## src/hdl/sfth_pkg.sv

```systemverilog
// ----------------------------------------------------------------------------
// SPI framed transaction host package
// Frame constants, status codes and the result record shared by the block.
// ----------------------------------------------------------------------------
package sfth_pkg;

   localparam logic [7:0] SYNC_BYTE = 8'h5A;
   localparam logic [7:0] HDR_ACK   = 8'h79;
   localparam logic [7:0] DATA_ACK  = 8'h85;
   localparam logic [7:0] NACK_BYTE = 8'h1F;
   localparam logic [7:0] CHK_SEED  = 8'hAB;
   localparam logic [7:0] HDR_POLL  = 8'h12;
   localparam logic [7:0] DATA_POLL = 8'hAB;
   localparam logic [7:0] FILL_BYTE = 8'h00;

   localparam logic [1:0] REQ_START   = 2'd0;
   localparam logic [1:0] REQ_PAYLOAD = 2'd1;
   localparam logic [1:0] REQ_MISO    = 2'd2;

   localparam logic [2:0] ST_OK       = 3'd0;
   localparam logic [2:0] ST_HDR_NACK = 3'd1;
   localparam logic [2:0] ST_DAT_NACK = 3'd2;
   localparam logic [2:0] ST_BAD_CHK  = 3'd3;
   localparam logic [2:0] ST_TOO_BIG  = 3'd4;
   localparam logic [2:0] ST_MISUSE   = 3'd5;

   localparam int MAX_RESULTS = 8;

   typedef struct packed {
      logic        mosi_valid;
      logic [7:0]  mosi_byte;
      logic        expects_reply;
      logic        rx_valid;
      logic [7:0]  reply_byte;
      logic        done_res;
      logic [2:0]  status;
      logic [15:0] reply_length;
   } result_type;

   function automatic result_type send_res(logic [7:0] b, logic er);
      result_type r;
      r = '0;
      r.mosi_valid    = 1'b1;
      r.mosi_byte     = b;
      r.expects_reply = er;
      return r;
   endfunction

   function automatic result_type finish_res(logic [2:0] st, logic [15:0] rl);
      result_type r;
      r = '0;
      r.done_res     = 1'b1;
      r.status       = st;
      r.reply_length = rl;
      return r;
   endfunction

endpackage

```

## src/hdl/spi_framed_transaction_host.sv

```systemverilog
// ----------------------------------------------------------------------------
// SPI framed transaction host
// Turns start, payload and MISO items into MOSI byte slots and a final status.
// ----------------------------------------------------------------------------
// Each accepted item is decoded in the cycle it arrives and its results, up
// to eight of them, are loaded into a small result buffer that drives the rsp
// channel one result per cycle while rsp_ready is high. An item holds the
// output until all its results are taken: a start item has eight (one if a
// length is too big), the header ACK before an empty payload two, the last
// payload byte three, any other item one or none. A new item is accepted in
// the cycle the last result of the previous one is taken, so single-result
// items flow at one per cycle while rsp_ready is high, paced by the buffer.
module spi_framed_transaction_host #(
   parameter int BUF_BYTES = 1024
) (
   input  logic        clock,
   input  logic        reset,
   input  logic        req_valid,
   output logic        req_ready,
   input  logic [1:0]  req_type,
   input  logic [7:0]  req_endpoint_id,
   input  logic [15:0] req_tx_length,
   input  logic [15:0] req_max_rx_length,
   input  logic [7:0]  req_payload_byte,
   input  logic [7:0]  req_miso_byte,
   output logic        rsp_valid,
   input  logic        rsp_ready,
   output logic        rsp_mosi_valid,
   output logic [7:0]  rsp_mosi_byte,
   output logic        rsp_expects_reply,
   output logic        rsp_rx_valid,
   output logic [7:0]  rsp_reply_byte,
   output logic        rsp_done_res,
   output logic [2:0]  rsp_status,
   output logic [15:0] rsp_reply_length,
   output logic        rsp_last
);
   import sfth_pkg::*;

   localparam logic [16:0] LenLimit = 17'(BUF_BYTES);
   localparam int IdxBits = $clog2(MAX_RESULTS);

   typedef enum logic [2:0] {
      PH_IDLE, PH_WAIT_HACK, PH_SEND, PH_WAIT_DACK, PH_LEN_LO, PH_LEN_HI, PH_RX
   } phase_type;

   phase_type            phase_ff, phase_in;
   logic [15:0]          to_send_ff, to_send_in;
   logic [15:0]          sent_ff, sent_in;
   logic [7:0]           send_chk_ff, send_chk_in;
   logic [7:0]           recv_chk_ff, recv_chk_in;
   logic [15:0]          rlen_ff, rlen_in;
   logic [15:0]          rcvd_ff, rcvd_in;
   result_type           res_ff [MAX_RESULTS];
   result_type           res_in [MAX_RESULTS];
   logic [IdxBits:0]     n_in;
   logic [IdxBits-1:0]   idx_ff, idx_in;
   logic [IdxBits-1:0]   last_idx_ff, last_idx_in;
   logic                 busy_ff, busy_in;
   logic                 req_take, rsp_take;
   logic [7:0]           hdr_chk, sc_new, rc_new;
   logic [15:0]          sent_inc, rlen_hi;
   logic                 start_big;
   result_type           cur;

   assign rsp_take  = rsp_valid && rsp_ready;
   assign rsp_valid = busy_ff;
   assign rsp_last  = (idx_ff == last_idx_ff);
   assign req_ready = !busy_ff || (rsp_ready && rsp_last);
   assign req_take  = req_valid && req_ready;

   assign cur               = res_ff[idx_ff];
   assign rsp_mosi_valid    = cur.mosi_valid;
   assign rsp_mosi_byte     = cur.mosi_byte;
   assign rsp_expects_reply = cur.expects_reply;
   assign rsp_rx_valid      = cur.rx_valid;
   assign rsp_reply_byte    = cur.reply_byte;
   assign rsp_done_res      = cur.done_res;
   assign rsp_status        = cur.status;
   assign rsp_reply_length  = cur.reply_length;

   always_comb begin
      hdr_chk = CHK_SEED ^ SYNC_BYTE ^ req_endpoint_id ^ req_tx_length[7:0]
              ^ req_tx_length[15:8] ^ req_max_rx_length[7:0] ^ req_max_rx_length[15:8];
      start_big = ({1'b0, req_tx_length} >= LenLimit)
               || ({1'b0, req_max_rx_length} >= LenLimit);
      sc_new   = send_chk_ff ^ req_payload_byte;
      rc_new   = recv_chk_ff ^ req_miso_byte;
      sent_inc = sent_ff + 16'd1;
      rlen_hi  = rlen_ff | {req_miso_byte, 8'h00};

      phase_in    = phase_ff;
      to_send_in  = to_send_ff;
      sent_in     = sent_ff;
      send_chk_in = send_chk_ff;
      recv_chk_in = recv_chk_ff;
      rlen_in     = rlen_ff;
      rcvd_in     = rcvd_ff;
      n_in        = '0;
      for (int i = 0; i < MAX_RESULTS; i++) begin
         res_in[i] = '0;
      end

      if (phase_ff == PH_IDLE && req_type == REQ_START) begin
         if (start_big) begin
            res_in[0] = finish_res(ST_TOO_BIG, 16'd0);
            n_in      = (IdxBits+1)'(1);
         end else begin
            res_in[0] = send_res(SYNC_BYTE, 1'b0);
            res_in[1] = send_res(req_endpoint_id, 1'b0);
            res_in[2] = send_res(req_tx_length[7:0], 1'b0);
            res_in[3] = send_res(req_tx_length[15:8], 1'b0);
            res_in[4] = send_res(req_max_rx_length[7:0], 1'b0);
            res_in[5] = send_res(req_max_rx_length[15:8], 1'b0);
            res_in[6] = send_res(hdr_chk, 1'b0);
            res_in[7] = send_res(HDR_POLL, 1'b1);
            n_in        = (IdxBits+1)'(MAX_RESULTS);
            to_send_in  = req_tx_length;
            sent_in     = '0;
            send_chk_in = CHK_SEED;
            recv_chk_in = CHK_SEED;
            rlen_in     = '0;
            rcvd_in     = '0;
            phase_in    = PH_WAIT_HACK;
         end
      end else if (phase_ff == PH_WAIT_HACK && req_type == REQ_MISO) begin
         if (req_miso_byte == HDR_ACK) begin
            if (to_send_ff == 16'd0) begin
               res_in[0] = send_res(send_chk_ff, 1'b0);
               res_in[1] = send_res(DATA_POLL, 1'b1);
               n_in      = (IdxBits+1)'(2);
               phase_in  = PH_WAIT_DACK;
            end else begin
               phase_in = PH_SEND;
            end
         end else if (req_miso_byte == NACK_BYTE) begin
            res_in[0] = finish_res(ST_HDR_NACK, 16'd0);
            n_in      = (IdxBits+1)'(1);
            phase_in  = PH_IDLE;
         end else begin
            res_in[0] = send_res(HDR_POLL, 1'b1);
            n_in      = (IdxBits+1)'(1);
         end
      end else if (phase_ff == PH_SEND && req_type == REQ_PAYLOAD) begin
         res_in[0]   = send_res(req_payload_byte, 1'b0);
         send_chk_in = sc_new;
         sent_in     = sent_inc;
         n_in        = (IdxBits+1)'(1);
         if (sent_inc >= to_send_ff) begin
            res_in[1] = send_res(sc_new, 1'b0);
            res_in[2] = send_res(DATA_POLL, 1'b1);
            n_in      = (IdxBits+1)'(3);
            phase_in  = PH_WAIT_DACK;
         end
      end else if (phase_ff == PH_WAIT_DACK && req_type == REQ_MISO) begin
         if (req_miso_byte == DATA_ACK) begin
            recv_chk_in = CHK_SEED ^ req_miso_byte;
            res_in[0]   = send_res(FILL_BYTE, 1'b1);
            n_in        = (IdxBits+1)'(1);
            phase_in    = PH_LEN_LO;
         end else if (req_miso_byte == NACK_BYTE) begin
            res_in[0] = finish_res(ST_DAT_NACK, 16'd0);
            n_in      = (IdxBits+1)'(1);
            phase_in  = PH_IDLE;
         end else begin
            res_in[0] = send_res(DATA_POLL, 1'b1);
            n_in      = (IdxBits+1)'(1);
         end
      end else if (phase_ff == PH_LEN_LO && req_type == REQ_MISO) begin
         recv_chk_in = rc_new;
         rlen_in     = {8'h00, req_miso_byte};
         res_in[0]   = send_res(FILL_BYTE, 1'b1);
         n_in        = (IdxBits+1)'(1);
         phase_in    = PH_LEN_HI;
      end else if (phase_ff == PH_LEN_HI && req_type == REQ_MISO) begin
         recv_chk_in = rc_new;
         rlen_in     = rlen_hi;
         n_in        = (IdxBits+1)'(1);
         if ({1'b0, rlen_hi} >= LenLimit) begin
            res_in[0] = finish_res(ST_TOO_BIG, 16'd0);
            phase_in  = PH_IDLE;
         end else begin
            rcvd_in   = '0;
            res_in[0] = send_res(FILL_BYTE, 1'b1);
            phase_in  = PH_RX;
         end
      end else if (phase_ff == PH_RX && req_type == REQ_MISO) begin
         recv_chk_in = rc_new;
         n_in        = (IdxBits+1)'(1);
         if (rcvd_ff < rlen_ff) begin
            rcvd_in              = rcvd_ff + 16'd1;
            res_in[0]            = send_res(FILL_BYTE, 1'b1);
            res_in[0].rx_valid   = 1'b1;
            res_in[0].reply_byte = req_miso_byte;
         end else if (rc_new == 8'h00) begin
            res_in[0] = finish_res(ST_OK, rlen_ff);
            phase_in  = PH_IDLE;
         end else begin
            res_in[0] = finish_res(ST_BAD_CHK, 16'd0);
            phase_in  = PH_IDLE;
         end
      end else begin
         res_in[0] = finish_res(ST_MISUSE, 16'd0);
         n_in      = (IdxBits+1)'(1);
         phase_in  = PH_IDLE;
      end

      last_idx_in = IdxBits'(n_in - (IdxBits+1)'(1));

      if (req_take) begin
         busy_in = (n_in != '0);
         idx_in  = '0;
      end else if (rsp_take && rsp_last) begin
         busy_in = 1'b0;
         idx_in  = idx_ff;
      end else if (rsp_take) begin
         busy_in = busy_ff;
         idx_in  = idx_ff + IdxBits'(1);
      end else begin
         busy_in = busy_ff;
         idx_in  = idx_ff;
      end
   end

   always_ff @(posedge clock) begin
      if (reset) begin
         phase_ff    <= PH_IDLE;
         to_send_ff  <= '0;
         sent_ff     <= '0;
         send_chk_ff <= CHK_SEED;
         recv_chk_ff <= CHK_SEED;
         rlen_ff     <= '0;
         rcvd_ff     <= '0;
         busy_ff     <= 1'b0;
         idx_ff      <= '0;
         last_idx_ff <= '0;
      end else begin
         busy_ff <= busy_in;
         idx_ff  <= idx_in;
         if (req_take) begin
            phase_ff    <= phase_in;
            to_send_ff  <= to_send_in;
            sent_ff     <= sent_in;
            send_chk_ff <= send_chk_in;
            recv_chk_ff <= recv_chk_in;
            rlen_ff     <= rlen_in;
            rcvd_ff     <= rcvd_in;
            last_idx_ff <= last_idx_in;
         end
      end
   end

   always_ff @(posedge clock) begin
      if (req_take) begin
         res_ff <= res_in;
      end
   end

   a_ready_only_when_free: assert property (@(posedge clock) disable iff (reset)
      req_ready |-> (!rsp_valid || (rsp_ready && rsp_last)))
      else $error("input accepted while results are still pending");

   a_done_is_last: assert property (@(posedge clock) disable iff (reset)
      (rsp_valid && rsp_done_res) |-> rsp_last)
      else $error("done result is not the last result of its item");

   a_rx_has_slot: assert property (@(posedge clock) disable iff (reset)
      (rsp_valid && rsp_rx_valid) |-> (rsp_mosi_valid && rsp_expects_reply))
      else $error("reply byte without a request for the next slot");

   a_index_steps: assert property (@(posedge clock) disable iff (reset)
      (rsp_take && !rsp_last) |=> (rsp_valid && idx_ff == $past(idx_ff) + IdxBits'(1)))
      else $error("result index did not advance after a taken result");

endmodule
```

## config.mk

```make
export PLATFORM = sky130hd
export DESIGN_NAME = spi_framed_transaction_host
export DESIGN_NICKNAME = d
export VERILOG_FILES = /design/src/hdl/sfth_pkg.sv /design/src/hdl/spi_framed_transaction_host.sv
export SDC_FILE = /design/constraint.sdc
export NUM_CORES = 1
export LEC_CHECK = 0
export BUFFER_PORTS_ARGS = -buffer_cell sky130_fd_sc_hd__clkbuf_2
export CORE_MARGIN = 3
export CORE_UTILIZATION = 64
export DETAILED_ROUTE_END_ITERATION = 16
export PLACE_DENSITY = 0.83
export SYNTH_ARGS = -nofsm -noshare
export SYNTH_HDL_FRONTEND = slang
export SYNTH_SLANG_ARGS = --single-unit
export TNS_END_PERCENT = 100
```

## constraint.sdc

```tcl
create_clock -name clock -period 8.3 [get_ports clock]
set_input_delay 0.415 -clock clock [delete_from_list [all_inputs] [get_ports clock]]
set_output_delay 0.415 -clock clock [all_outputs]
set_load 0.01 [all_outputs]
```

Word level (Yosys, flattened, before mapping)
Cells that the tools add are included. Widths: inputs -> output; s select.

Output and inout port bits: 42. Flip-flop bits (word level): 402. Word-level logic and storage cells: 231.

Equal/unequal tests: 21. $add $sub $neg: 4. Muxes and demuxes: 79. Reductions and logical operators: 34. Bitwise gates (word level): 13. $lt $le $gt $ge: 6.

Operators by type and width (number): $mux 39 (16); $mux 78 (4); $mux 16 (19); $mux 273 (1); $bmux 39 s3 (1); $mux 117 (1); $mux 8 (12); $ge 16x11->1 const B (3); $xor 8x8->8 (6); $mux 3 (14); $add 16x1->16 const B (2); $mux 4 (5); $mux 18 (1); $ge 16x16->1 (1); $logic_not 16->1 (1); $lt 16x16->1 (1); $or 16x16->16 (1); $reduce_and 6->1 (2); $logic_and 1x1->1 (11); $ne 2x2->1 const B (5); $not 5->5 (2); $eq 3x3->1 const B (3); $reduce_and 9->1 (1); $reduce_bool 3->1 (3); other kinds (31) (41).

Longest topological paths before layout
Depth in word-level cells: 11. Mapped depth: 18. Depth with buffers taken out: 16.

Least setup slack after synthesis
No wires, ideal clock.

Path kind: reg-to-reg. Start point: register sent_ff[0]. End point: register last_idx_ff[1]. Required time: 8.212 ns. Setup slack: 4.743 ns. Cell stages (with the launch flop): 17. Path buffers: 2. Arrival: 3.469 ns. Library setup time: 0.088 ns. Cell sequence: dfxtp_1 > ha_1 > nand3_1 > nor4_1 > nand2_1 > xnor2_1 > ha_1 > nand2_1 > nor2_1 > nand2_1 > o21ai_0 > and2_1 > clkbuf_1 > clkbuf_1 > nor2_1 > ha_1 > a211oi_1.

Longest elaborated chain between the ends: 7.

RTL lines: start, declared (RTL line spi_framed_transaction_host.sv:49) `logic [15:0] sent_ff, sent_in;`; start signal, assigned (RTL line spi_framed_transaction_host.sv:243) `sent_ff <= sent_in;`; $add 16x1->16 (RTL line spi_framed_transaction_host.sv:89) `sent_inc = sent_ff + 16'd1;`; $ge 16x16->1 (RTL line spi_framed_transaction_host.sv:149) `if (sent_inc >= to_send_ff) begin`; $mux 2 (RTL line spi_framed_transaction_host.sv:149); $mux 4 (RTL line spi_framed_transaction_host.sv:144) `end else if (phase_ff == PH_SEND && req_type == REQ_PAYLOAD) begin`; $mux 4 (RTL line spi_framed_transaction_host.sv:126) `end else if (phase_ff == PH_WAIT_HACK && req_type == REQ_MISO) begin`; $mux 4 (RTL line spi_framed_transaction_host.sv:104) `if (phase_ff == PH_IDLE && req_type == REQ_START) begin`; $sub 3x1->3 (RTL line spi_framed_transaction_host.sv:208) `last_idx_in = IdxBits'(n_in - (IdxBits+1)'(1));`; end signal, assigned (RTL line spi_framed_transaction_host.sv:248) `last_idx_ff <= last_idx_in;`; end, declared (RTL line spi_framed_transaction_host.sv:58) `logic [IdxBits-1:0] last_idx_ff, last_idx_in;`.

Every way passes these cells. A chain may end at the register's enable or synchronous reset.

Worst setup path after layout
Ends and elaborated chain as after synthesis.

==> flow_summary.json <==
{
  "fmax_ghz": 0.239,
  "path_cells": "ha_1, nand3_1, nor4_1, nand2_1, xnor2_1, ha_1, nand2_1, nor2_1, nand2_1, o21ai_0, and2_1, nor2_1, ha_1, a211oi_1",
  "initial_core_util_pct": 66.4,
  "core_area_mm2": 0.0154,
  "synth_edf_count": 92,
  "synth_area_leaders": "edfxtp_1 27%, dfxtp_1 18%, xnor2_1 4.4%, ha_1 4.4%, a21oi_1 3.4%",
  "grt_pass1_vias": 7836,
  "use_met3_pct": 5.93,
  "endpoint_kind": "register",
  "cts.reportedPaths.clkPinSlew_ns": 0.07,
  "synth_adder_area_share_pct": 4.40,
  "hpwl_mm": 17.4,
  "synth-xor-area-share_pct": 6.64,
  "dieArea_mm2": 0.0176,
  "synth_seq_cells": 182,
  "netSwitchingFraction_pct": 27.2,
  "ys.flop_type": "edfxtp_1",
  "synth.distinct_cells": 74,
  "period_needed_ns": 4.18,
  "hold_path.class": "input port to register",
  "yosysTopAreaCell": "edfxtp_1",
  "antenna_cells": 0,
  "fp-row-count": 45,
  "clk_latency_ns": 0.44,
  "cts_hold_buffers": 0,
  "syn_inst": 1048,
  "hold_viol": 0,
  "synth_top_family_by_area": "simple AND/OR/NAND/NOR gates",
  "fp.dieH_um": 133,
  "synth-compound-area-share_pct": 13.3,
  "worst_ep_arrival_time_ns": 4.52,
  "synth_seq_area_share_pct": 44.5,
  "ys_warn_count": 0,
  "grt_start_max_net_pins": 71,
  "top_usage_layer": "met2",
  "grt_usage_pct": 29.0,
  "setup_viol": 0,
  "area_growth_pct": 12.0,
  "gr-usage-met2_pct": 46.4,
  "timing.rr.start": "sent_ff[0]",
  "use_met1_pct": 39.9,
  "rsz0062_at_grt": "false",
  "clk_path_buf_depth": 2,
  "vias": 8310,
  "fin_tns_setup_ns": 0,
  "slew_headroom_pct": 20.5,
  "power_switching_w": 0.000564,
  "clock_sinks": 182,
  "drc": 0,
  "synthArstFlopShare_pct": 0,
  "portBuffers": 103,
  "period_share_pct": 50.3,
  "max_stage_delay_ns": 0.73,
  "drv_cap": 0,
  "postRouteAntennaNets": 0,
  "setup.worst_path.class": "register to register",
  "final_nets": 1230,
  "status": "complete, no violations",
  "multi_input_area_mm2": 0.00531,
  "drive_gt1_share_pct": 17.0,
  "cts_setup_buffers": 0,
  "die_w_um": 133,
  "grt_first_pass_wirelength_mm": 40.8,
  "critPathRequiredTime_ns": 8.64,
  "wl_per_cell_um": 19.0,
  "dr.pass1.iters": 8,
  "worstSetupStartpoint": "sent_ff[0]",
  "gp_congestion": 0.909,
  "drt_wl_total_mm": 25.7,
  "pwr-share-clk_pct": 38.2,
  "cts_resized": 0,
  "slew_viol_final": 0,
  "synth_common_cells": "92 x edfxtp_1, 92 x nor2_1, 90 x dfxtp_1",
  "worst_path_max_delay_cell": "nor4_1",
  "synth_top_area_share_pct": 27.0,
  "p_leak_nw": 4.43,
  "regArea_mm2": 0.00456,
  "grt-ovfl-total": 0,
  "sequentialPowerShare_pct": 48.9,
  "critPathLaunchType": "register",
  "cts_buffers": 17,
  "intPower_w": 0.00151,
  "ir_drop_uv": 124,
  "min_from": "req_valid",
  "finalInstanceArea_mm2": 0.0115,
  "placed_area_mm2": 0.0109,
  "yosys.area_share.simple_pct": 21.4,
  "syn_area_mm2": 0.0102,
  "antenna_found_initial": 0,
  "n_fill_cell": 1114,
  "worstMarginPinSlew_ns": 1.19,
  "pwr-share-comb_pct": 12.9,
  "avgSynthCellArea_um2": 9.78,
  "drt_iter0_drc": 851,
  "synth.area.mux_share_pct": 5.46,
  "ios": 104,
  "drt-vias-per-instance": 6.13,
  "fin_skew_ns": 0.00961,
  "path_max_fanout": 17,
  "root_buffer": "clkbuf_16",
  "tritoncts": "done",
  "cts_max_level": 4,
  "post-route-util_pct": 74.4,
  "p_per_area_mw_per_mm2": 181
}
==> state kept, by name, indices dropped and copies added (netlist names) <==
signal and count:
sent_ff 16, rlen_ff 16, rsp_valid 1, rcvd_ff 16
idx_ff 3, to_send_ff 16, recv_chk_ff 8, send_chk_ff 8
phase_ff 3, last_idx_ff 3, res_ff 92
==> metrics by stage <==
stage | std cells | power (W) | hold WS [ns] | setup slack [ns]
detailed placement | 1324 | 0.00129 | 0.467 | 4.27
floorplan | 1059 | 0.00120 | 0.444 | 4.74
global route | 1356 | 0.00213 | 0.287 | 3.82
CTS | 1356 | 0.00207 | 0.265 | 4.09
global placement | 1324 | 0.00128 | 0.459 | 4.35
finish | 1356 | 0.00207 | 0.273 | 4.12
==> power groups by stage <==
stage | Sequential (W) | Clock, W | Combinational (W)
finish | 0.00101 | 0.000792 | 0.000267
global route | 0.00102 | 0.000823 | 0.000291
CTS | 0.00101 | 0.000792 | 0.000264
detailed placement | 0.00103 | 0 | 0.000261
floorplan | 0.00102 | 0 | 0.000180
global placement | 0.00103 | 0 | 0.000255
==> cells in the final DEF (no fill, tap or decap), types with 36 or more instances in the layout <==
master,netlist,final
clkbuf_2,0,103
a21oi_1,70,70
inv_1,42,42
nor2_1,92,92
edfxtp_1,92,92
dfxtp_1,90,90
and2_1,56,56
xnor2_1,52,52
nand3_1,36,36
ha_1,36,36
nand2_1,62,62
==> layout make-up <==
type / count / share of cell area, %
flip-flops and latches: 182 / 39.8
inverters: 45 / 1.49
clock inverters: 15 / 1.29
well taps: 211 / 2.30
clock buffers: 17 / 3.71
repair buffers: 113 / 5.15
multi-input cells: 773 / 46.3
==> cell families (layout without fill, tap and decap cells) <==
kind of cell | Yosys count | count (layout)
buffers and inverters | 104 | 190
and+or+nand+nor | 404 | 404
other | 1 | 12
AOI/OAI and AO/OA | 202 | 202
DFF | 182 | 182
muxes | 43 | 43
xor gates and xnor gates | 76 | 76
adders and majority gates | 36 | 36
==> critical path: cells and delay by family (launching register included) <==
family,cells,cell delay [ns]
and+or+nand+nor,8,2.16
adders and majority gates,3,0.88
AOI/OAI and AO/OA,2,0.48
DFF,1,0.39
xor gates and xnor gates,1,0.16
==> routing by layer <==
metal,vias to the layer above,routed length [um],share of wire [%]
met3,52,2250,8.7
met4,0,502,2.0
met5,-,0,0
met2,403,11900,46
li1,3941,-,-
met1,3914,11000,43
==> worst paths after layout <==
check	end	slack, ns	cells after the start
worst min-delay path	rsp_valid	0.27	3
worst min register to register	to_send_ff[15]	0.48	2
worst max-delay path	last_idx_ff[1]	4.12	14
worst max register to register	last_idx_ff[1]	4.12	14
No activity file was read; power rests on OpenSTA's default activity.
